**src/delimited_frame_coordinate_receiver_top_assert.svh**
```systemverilog
// Assertion macros used by the RTL top module.
`ifndef DELIMITED_FRAME_COORDINATE_RECEIVER_TOP_ASSERT_SVH
`define DELIMITED_FRAME_COORDINATE_RECEIVER_TOP_ASSERT_SVH

// Same-cycle implication.
`define DFCR_ASSERT_IMP(lbl, clk, rstn, ante, cons, msg) \
    lbl: assert property (@(posedge clk) disable iff (!rstn) (ante) |-> (cons)) \
        else $error(msg);

// Next-cycle implication.
`define DFCR_ASSERT_NXT(lbl, clk, rstn, ante, cons, msg) \
    lbl: assert property (@(posedge clk) disable iff (!rstn) (ante) |=> (cons)) \
        else $error(msg);

`endif

```
**src/dfcr_pkg.sv**
```systemverilog
`default_nettype none
package dfcr_pkg;

    typedef enum logic [2:0] {
        ST_INIT = 3'd0,
        ST_OK   = 3'd1,
        ST_DROP = 3'd2,
        ST_LOST = 3'd3,
        ST_NONE = 3'd4
    } t_status;

    typedef enum logic [1:0] {
        KIND_STATUS = 2'd0,
        KIND_LASER  = 2'd1,
        KIND_RECT   = 2'd2
    } t_kind;

    typedef enum logic [2:0] {
        S_IDLE,
        S_STAT,
        S_CHK_RD,
        S_CHK_AC,
        S_WD_HI,
        S_WD_LO,
        S_WD_OUT
    } t_state;

    localparam logic [0:0] CFG_START = 1'b0;
    localparam logic [0:0] CFG_END   = 1'b1;

    localparam logic [7:0] START_RESET = 8'h12;
    localparam logic [7:0] END_RESET   = 8'h5B;

    function automatic t_status f_track(input t_status st, input logic any,
                                        input logic seen);
        t_status res;
        if (st == ST_DROP) begin
            res = ST_DROP;
        end else if (any) begin
            res = ST_OK;
        end else if (seen) begin
            res = ST_LOST;
        end else begin
            res = ST_NONE;
        end
        return res;
    endfunction

    function automatic logic f_seen(input t_status st, input logic any, input logic seen);
        return seen | ((st != ST_DROP) & any);
    endfunction

endpackage
`default_nettype wire

```
**src/delimited_frame_coordinate_receiver_top.sv**
```systemverilog
// Ordinary byte: S_STAT registers its status report once the output is free, and no
// new byte is taken before that. Frame end byte: the frame buffer is read back through
// its single read port, a read and an accumulate state per checked byte, then a high
// read, low read and output state per word, and the status report last.
// Reset (synchronous, active low) clears control state; no buffer sweep, the fill
// count latched at frame end marks which buffer bytes hold received data.
`default_nettype none
`include "delimited_frame_coordinate_receiver_top_assert.svh"
module delimited_frame_coordinate_receiver_top #(
    parameter int BUF_BYTES    = 32,
    parameter int LASER_OFFSET = 1,
    parameter int LASER_BYTES  = 8,
    parameter int RECT_OFFSET  = 9,
    parameter int RECT_BYTES   = 8
) (
    input  wire logic        i_clk,
    input  wire logic        i_rst_n,
    input  wire logic        i_in_valid,
    output logic             o_in_ready,
    input  wire logic [7:0]  i_rx_byte,
    output logic             o_out_valid,
    input  wire logic        i_out_ready,
    output logic [1:0]       o_item_kind,
    output logic [3:0]       o_word_index,
    output logic [15:0]      o_word_value,
    output logic [2:0]       o_laser_status,
    output logic [2:0]       o_rect_status,
    output logic             o_last_of_run,
    input  wire logic        i_cfg_valid,
    output logic             o_cfg_ready,
    input  wire logic [0:0]  i_cfg_index,
    input  wire logic [7:0]  i_cfg_data
);

    localparam int LASER_WORDS = (LASER_BYTES + 1) / 2;
    localparam int RECT_WORDS  = (RECT_BYTES + 1) / 2;
    localparam int LASER_CHK   = LASER_BYTES / 4;
    localparam int RECT_CHK    = RECT_BYTES / 2;
    localparam int NCHK        = 2 * (LASER_CHK + RECT_CHK);
    localparam int NWORDS      = LASER_WORDS + RECT_WORDS;
    localparam int LPOS        = LASER_OFFSET + 2 * LASER_WORDS;
    localparam int RPOS        = RECT_OFFSET + 2 * RECT_WORDS;
    localparam int MAXPOS      = (LPOS > RPOS) ? LPOS : RPOS;
    localparam int PW          = $clog2(MAXPOS + 1);
    localparam int AW          = $clog2(BUF_BYTES);
    localparam int FW          = $clog2(BUF_BYTES + 1);
    localparam int XW          = (PW > FW) ? PW : FW;
    localparam int MAXCNT      = (NCHK > NWORDS) ? NCHK : NWORDS;
    localparam int CW          = $clog2(MAXCNT + 1);

    dfcr_pkg::t_state  r_state, n_state;
    logic [7:0]        r_start, r_end;
    logic              r_in_frame, n_in_frame;
    logic [FW-1:0]     r_fill, n_fill;
    logic [FW-1:0]     r_nbytes, n_nbytes;
    dfcr_pkg::t_status r_laser_st, n_laser_st;
    dfcr_pkg::t_status r_rect_st, n_rect_st;
    logic              r_l_seen, n_l_seen;
    logic              r_r_seen, n_r_seen;
    logic              r_l_any, n_l_any;
    logic              r_r_any, n_r_any;
    logic [CW-1:0]     r_cnt, n_cnt;
    logic              r_ok, n_ok;
    logic [7:0]        r_hi, n_hi;

    logic              r_out_valid, n_out_valid;
    dfcr_pkg::t_kind   r_out_kind, n_out_kind;
    logic [3:0]        r_out_idx, n_out_idx;
    logic [15:0]       r_out_val, n_out_val;
    dfcr_pkg::t_status r_out_lst, n_out_lst;
    dfcr_pkg::t_status r_out_rst, n_out_rst;
    logic              r_out_last, n_out_last;

    logic              w_in_acc, w_out_free;
    logic              w_is_start, w_is_end, w_stray, w_fend, w_ovf, w_drop;
    logic [FW-1:0]     w_fill_inc;
    dfcr_pkg::t_status w_lst_mid, w_rst_mid;
    logic [PW-1:0]     w_chk_pos, w_hi_pos, w_lo_pos, w_rd_pos;
    logic              w_rd_inr, w_ram_re, w_ram_we;
    logic [7:0]        w_rdata, w_rdbyte;
    logic              w_cnt_lchk, w_cnt_lwd, w_chk_last, w_wd_last;
    logic              w_l_fin, w_r_fin;

    assign w_in_acc   = i_in_valid && o_in_ready;
    assign w_out_free = !r_out_valid || i_out_ready;

    assign w_is_start = (i_rx_byte == r_start);
    assign w_is_end   = (i_rx_byte == r_end);
    assign w_stray    = !w_is_start && !r_in_frame;
    assign w_fend     = !w_stray && !w_is_start && w_is_end;
    assign w_fill_inc = r_fill + FW'(1);
    assign w_ovf      = !w_stray && !w_fend && (w_fill_inc >= FW'(BUF_BYTES));
    assign w_drop     = (w_stray || w_ovf) && (r_laser_st != dfcr_pkg::ST_NONE);
    assign w_lst_mid  = w_drop ? dfcr_pkg::ST_DROP : r_laser_st;
    assign w_rst_mid  = w_drop ? dfcr_pkg::ST_DROP : r_rect_st;

    assign w_cnt_lchk = (r_cnt < CW'(2 * LASER_CHK));
    assign w_cnt_lwd  = (r_cnt < CW'(LASER_WORDS));
    assign w_chk_last = (r_cnt == CW'(NCHK - 1));
    assign w_wd_last  = (r_cnt == CW'(NWORDS - 1));

    assign w_chk_pos = w_cnt_lchk ? (PW'(LASER_OFFSET) + PW'(r_cnt))
                                  : (PW'(RECT_OFFSET) + PW'(r_cnt - CW'(2 * LASER_CHK)));
    assign w_hi_pos  = w_cnt_lwd ? (PW'(LASER_OFFSET) + (PW'(r_cnt) << 1))
                                 : (PW'(RECT_OFFSET) + (PW'(r_cnt - CW'(LASER_WORDS)) << 1));
    assign w_lo_pos  = w_hi_pos + PW'(1);
    assign w_rd_inr  = (XW'(w_rd_pos) < XW'(r_nbytes));
    assign w_rdbyte  = r_ok ? w_rdata : 8'h00;

    assign w_l_fin = r_l_any | (w_cnt_lchk && (w_rdbyte != 8'h00));
    assign w_r_fin = r_r_any | (!w_cnt_lchk && (w_rdbyte != 8'h00));

    dfcr_ram #(
        .WIDTH (8),
        .DEPTH (BUF_BYTES)
    ) u_frame_ram (
        .i_clk   (i_clk),
        .i_we    (w_ram_we),
        .i_waddr (AW'(r_fill)),
        .i_wdata (i_rx_byte),
        .i_re    (w_ram_re),
        .i_raddr (AW'(w_rd_pos)),
        .o_rdata (w_rdata)
    );

    // next state
    always_comb begin
        n_state = r_state;
        case (r_state)
            dfcr_pkg::S_IDLE: begin
                if (w_in_acc) begin
                    n_state = w_fend ? dfcr_pkg::S_CHK_RD : dfcr_pkg::S_STAT;
                end
            end
            dfcr_pkg::S_STAT: begin
                if (w_out_free) begin
                    n_state = dfcr_pkg::S_IDLE;
                end
            end
            dfcr_pkg::S_CHK_RD: n_state = dfcr_pkg::S_CHK_AC;
            dfcr_pkg::S_CHK_AC: begin
                n_state = w_chk_last ? dfcr_pkg::S_WD_HI : dfcr_pkg::S_CHK_RD;
            end
            dfcr_pkg::S_WD_HI: n_state = dfcr_pkg::S_WD_LO;
            dfcr_pkg::S_WD_LO: n_state = dfcr_pkg::S_WD_OUT;
            dfcr_pkg::S_WD_OUT: begin
                if (w_out_free) begin
                    n_state = w_wd_last ? dfcr_pkg::S_STAT : dfcr_pkg::S_WD_HI;
                end
            end
            default: n_state = dfcr_pkg::S_IDLE;
        endcase
    end

    // outputs of the sequencer
    always_comb begin
        o_in_ready = 1'b0;
        w_ram_we   = 1'b0;
        w_ram_re   = 1'b0;
        w_rd_pos   = w_hi_pos;
        case (r_state)
            dfcr_pkg::S_IDLE: begin
                o_in_ready = 1'b1;
                w_ram_we   = i_in_valid && !w_stray;
            end
            dfcr_pkg::S_CHK_RD: begin
                w_rd_pos = w_chk_pos;
                w_ram_re = w_rd_inr;
            end
            dfcr_pkg::S_CHK_AC: w_rd_pos = w_chk_pos;
            dfcr_pkg::S_WD_HI: w_ram_re = w_rd_inr;
            dfcr_pkg::S_WD_LO: begin
                w_rd_pos = w_lo_pos;
                w_ram_re = w_rd_inr;
            end
            default: ;
        endcase
    end

    // datapath
    always_comb begin
        n_in_frame  = r_in_frame;
        n_fill      = r_fill;
        n_nbytes    = r_nbytes;
        n_laser_st  = r_laser_st;
        n_rect_st   = r_rect_st;
        n_l_seen    = r_l_seen;
        n_r_seen    = r_r_seen;
        n_l_any     = r_l_any;
        n_r_any     = r_r_any;
        n_cnt       = r_cnt;
        n_ok        = r_ok;
        n_hi        = r_hi;
        n_out_valid = r_out_valid && !i_out_ready;
        n_out_kind  = r_out_kind;
        n_out_idx   = r_out_idx;
        n_out_val   = r_out_val;
        n_out_lst   = r_out_lst;
        n_out_rst   = r_out_rst;
        n_out_last  = r_out_last;
        case (r_state)
            dfcr_pkg::S_IDLE: begin
                if (w_in_acc) begin
                    if (!w_stray) begin
                        n_fill = w_fill_inc;
                        if (w_is_start) begin
                            n_in_frame = 1'b1;
                        end
                    end
                    if (w_fend) begin
                        n_in_frame = 1'b0;
                        n_fill     = '0;
                        n_nbytes   = w_fill_inc;
                        n_l_any    = 1'b0;
                        n_r_any    = 1'b0;
                        n_cnt      = '0;
                    end else begin
                        if (w_ovf) begin
                            n_in_frame = 1'b0;
                            n_fill     = '0;
                        end
                        n_laser_st = dfcr_pkg::f_track(w_lst_mid, r_l_any, r_l_seen);
                        n_l_seen   = dfcr_pkg::f_seen(w_lst_mid, r_l_any, r_l_seen);
                        n_rect_st  = dfcr_pkg::f_track(w_rst_mid, r_r_any, r_r_seen);
                        n_r_seen   = dfcr_pkg::f_seen(w_rst_mid, r_r_any, r_r_seen);
                    end
                end
            end
            dfcr_pkg::S_STAT: begin
                if (w_out_free) begin
                    n_out_valid = 1'b1;
                    n_out_kind  = dfcr_pkg::KIND_STATUS;
                    n_out_idx   = 4'd0;
                    n_out_val   = 16'h0000;
                    n_out_lst   = r_laser_st;
                    n_out_rst   = r_rect_st;
                    n_out_last  = 1'b1;
                end
            end
            dfcr_pkg::S_CHK_RD: n_ok = w_rd_inr;
            dfcr_pkg::S_CHK_AC: begin
                n_l_any = w_l_fin;
                n_r_any = w_r_fin;
                if (w_chk_last) begin
                    // frame end sets both trackers to ok before the check
                    n_laser_st = dfcr_pkg::f_track(dfcr_pkg::ST_OK, w_l_fin, r_l_seen);
                    n_l_seen   = dfcr_pkg::f_seen(dfcr_pkg::ST_OK, w_l_fin, r_l_seen);
                    n_rect_st  = dfcr_pkg::f_track(dfcr_pkg::ST_OK, w_r_fin, r_r_seen);
                    n_r_seen   = dfcr_pkg::f_seen(dfcr_pkg::ST_OK, w_r_fin, r_r_seen);
                    n_cnt      = '0;
                end else begin
                    n_cnt = r_cnt + CW'(1);
                end
            end
            dfcr_pkg::S_WD_HI: n_ok = w_rd_inr;
            dfcr_pkg::S_WD_LO: begin
                n_hi = w_rdbyte;
                n_ok = w_rd_inr;
            end
            dfcr_pkg::S_WD_OUT: begin
                if (w_out_free) begin
                    n_out_valid = 1'b1;
                    n_out_kind  = w_cnt_lwd ? dfcr_pkg::KIND_LASER : dfcr_pkg::KIND_RECT;
                    n_out_idx   = w_cnt_lwd ? 4'(r_cnt) : 4'(r_cnt - CW'(LASER_WORDS));
                    n_out_val   = {r_hi, w_rdbyte};
                    n_out_lst   = r_laser_st;
                    n_out_rst   = r_rect_st;
                    n_out_last  = 1'b0;
                    n_cnt       = w_wd_last ? '0 : r_cnt + CW'(1);
                end
            end
            default: ;
        endcase
    end

    always_ff @(posedge i_clk) begin
        if (!i_rst_n) begin
            r_state     <= dfcr_pkg::S_IDLE;
            r_start     <= dfcr_pkg::START_RESET;
            r_end       <= dfcr_pkg::END_RESET;
            r_in_frame  <= 1'b0;
            r_fill      <= '0;
            r_nbytes    <= '0;
            r_laser_st  <= dfcr_pkg::ST_INIT;
            r_rect_st   <= dfcr_pkg::ST_INIT;
            r_l_seen    <= 1'b0;
            r_r_seen    <= 1'b0;
            r_l_any     <= 1'b0;
            r_r_any     <= 1'b0;
            r_cnt       <= '0;
            r_ok        <= 1'b0;
            r_out_valid <= 1'b0;
        end else begin
            r_state     <= n_state;
            r_in_frame  <= n_in_frame;
            r_fill      <= n_fill;
            r_nbytes    <= n_nbytes;
            r_laser_st  <= n_laser_st;
            r_rect_st   <= n_rect_st;
            r_l_seen    <= n_l_seen;
            r_r_seen    <= n_r_seen;
            r_l_any     <= n_l_any;
            r_r_any     <= n_r_any;
            r_cnt       <= n_cnt;
            r_ok        <= n_ok;
            r_out_valid <= n_out_valid;
            if (i_cfg_valid) begin
                case (i_cfg_index)
                    dfcr_pkg::CFG_START: r_start <= i_cfg_data;
                    dfcr_pkg::CFG_END:   r_end   <= i_cfg_data;
                    default: ;
                endcase
            end
        end
    end

    always_ff @(posedge i_clk) begin
        r_hi       <= n_hi;
        r_out_kind <= n_out_kind;
        r_out_idx  <= n_out_idx;
        r_out_val  <= n_out_val;
        r_out_lst  <= n_out_lst;
        r_out_rst  <= n_out_rst;
        r_out_last <= n_out_last;
    end

    assign o_cfg_ready    = 1'b1;
    assign o_out_valid    = r_out_valid;
    assign o_item_kind    = r_out_kind;
    assign o_word_index   = r_out_idx;
    assign o_word_value   = r_out_val;
    assign o_laser_status = r_out_lst;
    assign o_rect_status  = r_out_rst;
    assign o_last_of_run  = r_out_last;

    `DFCR_ASSERT_IMP(a_fill_bound, i_clk, i_rst_n, 1'b1, r_fill < FW'(BUF_BYTES),
                     "fill count reached buffer size")
    `DFCR_ASSERT_IMP(a_read_in_range, i_clk, i_rst_n, w_ram_re,
                     XW'(w_rd_pos) < XW'(r_nbytes), "buffer read past received bytes")
    `DFCR_ASSERT_IMP(a_last_on_status, i_clk, i_rst_n, r_out_valid,
                     r_out_last == (r_out_kind == dfcr_pkg::KIND_STATUS),
                     "last flag not on status report")
    `DFCR_ASSERT_NXT(a_fend_clears, i_clk, i_rst_n, w_in_acc && w_fend,
                     (r_fill == '0) && !r_in_frame && (r_state == dfcr_pkg::S_CHK_RD),
                     "frame end did not reset fill state")

endmodule
`default_nettype wire

```
**src/dfcr_ram.sv**
```systemverilog
`default_nettype none
module dfcr_ram #(
    parameter int WIDTH = 8,
    parameter int DEPTH = 32
) (
    input  wire logic                     i_clk,
    input  wire logic                     i_we,
    input  wire logic [$clog2(DEPTH)-1:0] i_waddr,
    input  wire logic [WIDTH-1:0]         i_wdata,
    input  wire logic                     i_re,
    input  wire logic [$clog2(DEPTH)-1:0] i_raddr,
    output logic      [WIDTH-1:0]         o_rdata
);

    logic [WIDTH-1:0] r_mem [DEPTH];
    logic [WIDTH-1:0] r_rdata;

    always_ff @(posedge i_clk) begin
        if (i_we) begin
            r_mem[i_waddr] <= i_wdata;
        end
        if (i_re) begin
            r_rdata <= r_mem[i_raddr];
        end
    end

    assign o_rdata = r_rdata;

endmodule
`default_nettype wire

```
**config.mk**
```make
export PLATFORM = sky130hd
export DESIGN_NAME = delimited_frame_coordinate_receiver_top
export DESIGN_NICKNAME = d
export VERILOG_FILES = /design/src/dfcr_pkg.sv /design/src/delimited_frame_coordinate_receiver_top.sv /design/src/dfcr_ram.sv
export VERILOG_INCLUDE_DIRS = /design/src /design/src/src
export SDC_FILE = /design/constraint.sdc
export NUM_CORES = 1
export LEC_CHECK = 0
export ABC_AREA = 1
export BUFFER_PORTS_ARGS = -buffer_cell sky130_fd_sc_hd__buf_2
export CAP_MARGIN = 0
export CORE_MARGIN = 2
export CORE_UTILIZATION = 55
export DETAILED_ROUTE_END_ITERATION = 8
export PLACE_DENSITY = 0.86
export SYNTH_ARGS = -nofsm -noshare
export SYNTH_HDL_FRONTEND = slang
export SYNTH_SLANG_ARGS = --single-unit
```
**constraint.sdc**
```tcl
create_clock -name i_clk -period 3 [get_ports i_clk]
set_input_delay 0 -clock i_clk [delete_from_list [all_inputs] [get_ports i_clk]]
set_output_delay 0 -clock i_clk [all_outputs]
set_load 0.02 [all_outputs]
```
==> results by group <==
Final layout
  – Non-filler instance count after layout: between 1500 and 2000
  – Number of fill cells: roughly 1800
  – Layout cells sized above 1: 11.7%
  – Fin util: between 60 and 70%
  – Multi-input gate area: between 3000 and 4000 um^2
  – FF+latch area: 10000 um^2
  – Commonest non-fill, non-tap cell in the layout: edfxtp_1
  – Nets: 1464
  – Area delta synth->final: 14.9%
  – Commonest cells after routing, fill and taps aside: edfxtp_1, nor2_1, nand2_1

Place
  – Placed cells: ~1700
  – GP Congestion: around 0.89
  – Worst slack at placement: approximately 0.19 ns
  – IO Port Bufs: 52
  – Post-DP HPWL: 21400 um

STA
  – Total negative slack: 0 ns
  – Maximum clock rate: 0.366 GHz
  – Worst relative slew slack: 48.2%
  – Final Max Tran Viols: 0
  – Clock skew: ~0.025 ns
  – Final setup vio count: 0
  – Unrepaired setup endpoints after global routing: false
  – Final setup margin: 0.268 ns
  – WHS: between 0.09 and 0.1 ns
  – Worst-margin pin slew: just under 0.8 ns
  – Tmin final: ~2.7 ns
  – Crit share post-route: 91.1%
  – Final hold violations: 0

Clock network
  – Root Buffer: clkbuf_16
  – H-tree depth: 2
  – Worst-path clk slew: roughly 0.06 ns
  – Clk sinks: 349
  – Max Root-Sink Buffers: 3
  – CTS tree: done
  – CTS Buf Count: 34
  – Clk_lat worst skew: ~0.52 ns

Die
  – Site Rows: 59
  – Initial Util: a little under three fifths
  – IO Count: 54
  – DIE HEIGHT: 167 um
  – Die Wd: roughly 170 um
  – Die area: around 28000 um^2
  – CORE AREA: between 20000 and 30000 um^2

Drt
  – Via density: about 5.9
  – Total number of vias: 10500
  – DR pass1 iterations: 6
  – Routed wire length: 34900 um
  – Wirelength per Cell: 19.5 um
  – DRC violations left: 0
  – Detail Route Antenna Nets: 0
  – Starting DRT DRC Count: 1300

Pwr
  – Peak supply drop: about 0.46 mV
  – Pleak: between 6 and 7 nW
  – Power Density: 603 nW/um^2

Critical path
  – Crit end category: flop
  – Max FO, Critical Path: 8
  – R2r setup slk: approximately 0.27 ns
  – Worst R2R End: u_frame_ram.o_rdata[4]$_DFFE_PP_
  – Critical path class: flop to flop
  – Arr. time, crit path: 2.94 ns
  – Worst Setup Start Kind: flop
  – Req. time, crit path: roughly 3.2 ns
  – Reg2reg start: r_cnt[2]$_SDFFE_PN0P_
  – Reg2reg path depth: 13

Logic synthesis
  – Post-synthesis cell type count: 38
  – Synth warn: 0
  – Sequential-to-total area share from yosys stat: 68.5%
  – Synth Register Bits: between 300 and 400
  – Post-synth EDFFs: between 300 and 400
  – Syn Area/Cell: 11.0 um^2
  – Syn nets: ~1400
  – Area fraction of the dominant cell type after synthesis: approximately three fifths
  – Yosys top cell by area: edfxtp_1
  – Asr flop ratio synth: 0%
  – Area contributors post-synth: edfxtp_1, nor2_1, dfxtp_1, nand2_1, o211ai_1
  – Mapped Cells: 1325
  – Most used DFF post-synth: edfxtp_1
  – Synthesized area: around 15000 um^2

Global route
  – First-pass GRT wire length: 54100 um
  – Initial antenna violation count: 1
  – Largest net degree at the start of global routing: 129
  – Vias in the first global route: ~10000
  – GRT Resource Usage Total: between 20% and 30%
  – Grt ovf: 0

Hold path
  – Min-delay src: i_rx_byte[1]
  – Hold Path Stages: 2
  – Worst Hold Class: primary input to flop
  – Hold Path End: u_frame_ram.r_mem[31][1]$_DFFE_PP_

Job
  – Max-Cap Viols: 0

Outcome
  – Outcome: finished clean
final cells by class:
class | instances | area share, %
sequential | 349 | 59.6
multi-input combinational | 822 | 23.7
timing repair buffer | 129 | 5.91
clock buffer | 46 | 5.47
tap | 335 | 2.50
inverter | 92 | 2.07
clock inverter | 13 | 0.679
antenna | 1 | 0.0149
cells by family after synthesis:
group / synth area share, %
adders and majority gates: 1.20
and+or+nand+nor: 14.1
xor gates and xnor gates: 0.480
AOI/OAI and AO/OA: 11.4
buffers and inverters: 4.34
DFF: 68.5
other: 0.0257
stage by stage:
| step | total power [mW] | instance area (um^2) |
|---|---|---|
| floorplan | 5.86 | 14600 |
| global placement | 6.13 | 15500 |
| detailed placement | 6.15 | 15500 |
| CTS | 10.1 | 16800 |
| global route | 10.4 | 16800 |
| finish | 10.1 | 16800 |
power breakdown:
group | total, mW | leakage [nW] | switching, mW | internal (mW)
clock | 4.02 | 0.498 | 1.70 | 2.32
sequential | 5.35 | 3.12 | 0.0273 | 5.32
combinational | 0.745 | 2.39 | 0.508 | 0.236
total | 10.1 | 6.02 | 2.24 | 7.87
worst max-delay path: stages, from the launching register on:
cell      delay [ns]
dfxtp_1         0.31
inv_1           0.16
ha_1            0.36
inv_1           0.20
a21oi_1         0.18
o22ai_1         0.12
nor2_2          0.15
clkinv_2        0.07
ha_1            0.26
inv_1           0.06
nor2_1          0.05
a22oi_1         0.17
nand3_1         0.14
inv_2           0.17
cells in the mapped netlist (all sizes together), types with 2 or more instances:
library cell / number
a211oi: 13
a21oi: 34
a22oi: 2
a31oi: 2
buf: 29
clkbuf: 33
clkinv: 4
dfxtp: 48
edfxtp: 301
ha: 14
inv: 88
nand2: 155
nand3: 58
nand4: 6
nor2: 289
nor3: 2
nor4: 2
o211ai: 69
o21ai: 160
o22ai: 2
xnor2: 4
xor2: 4
state kept, by name, indices dropped and copies added (netlist names), 2 cells and up:
register	count
o_item_kind	2
o_laser_status	3
o_rect_status	3
o_word_index	4
o_word_value	16
r_cnt	4
r_end	8
r_fill	6
r_hi	8
r_laser_st	3
r_nbytes	6
r_rect_st	3
r_start	8
r_state	3
u_frame_ram.o_rdata	8
u_frame_ram.r_mem	256
metal layers:
layer	routed length, um	track usage (%)
met4	1490	11.2
met2	17300	42.1
met5	0	0
met1	13100	31.3
met3	3050	4.59
worst max-delay path by stage:
stage | endpoint | from | slack (ns)
after global placement | u_frame_ram.o_rdata[2]$_DFFE_PP_ | r_cnt[2]$_SDFFE_PN0P_ | 0.24
final | u_frame_ram.o_rdata[4]$_DFFE_PP_ | r_cnt[2]$_SDFFE_PN0P_ | 0.27
after CTS | u_frame_ram.o_rdata[4]$_DFFE_PP_ | r_cnt[2]$_SDFFE_PN0P_ | 0.16
after detailed placement | u_frame_ram.o_rdata[4]$_DFFE_PP_ | r_cnt[2]$_SDFFE_PN0P_ | 0.19
after global routing | u_frame_ram.o_rdata[4]$_DFFE_PP_ | r_cnt[2]$_SDFFE_PN0P_ | 0.02
after floorplan | u_frame_ram.o_rdata[0]$_DFFE_PP_ | r_cnt[2]$_SDFFE_PN0P_ | 0.02
repair_timing:
action                                 in CTS  in global routing
setup buffers                               0                  0
hold buffers                               21                  0
setup endpoints to repair                   0                  8
endpoints found under the hold margin      30                  0
resized for setup                           0                  2
Power figures use the tool's default switching activity.
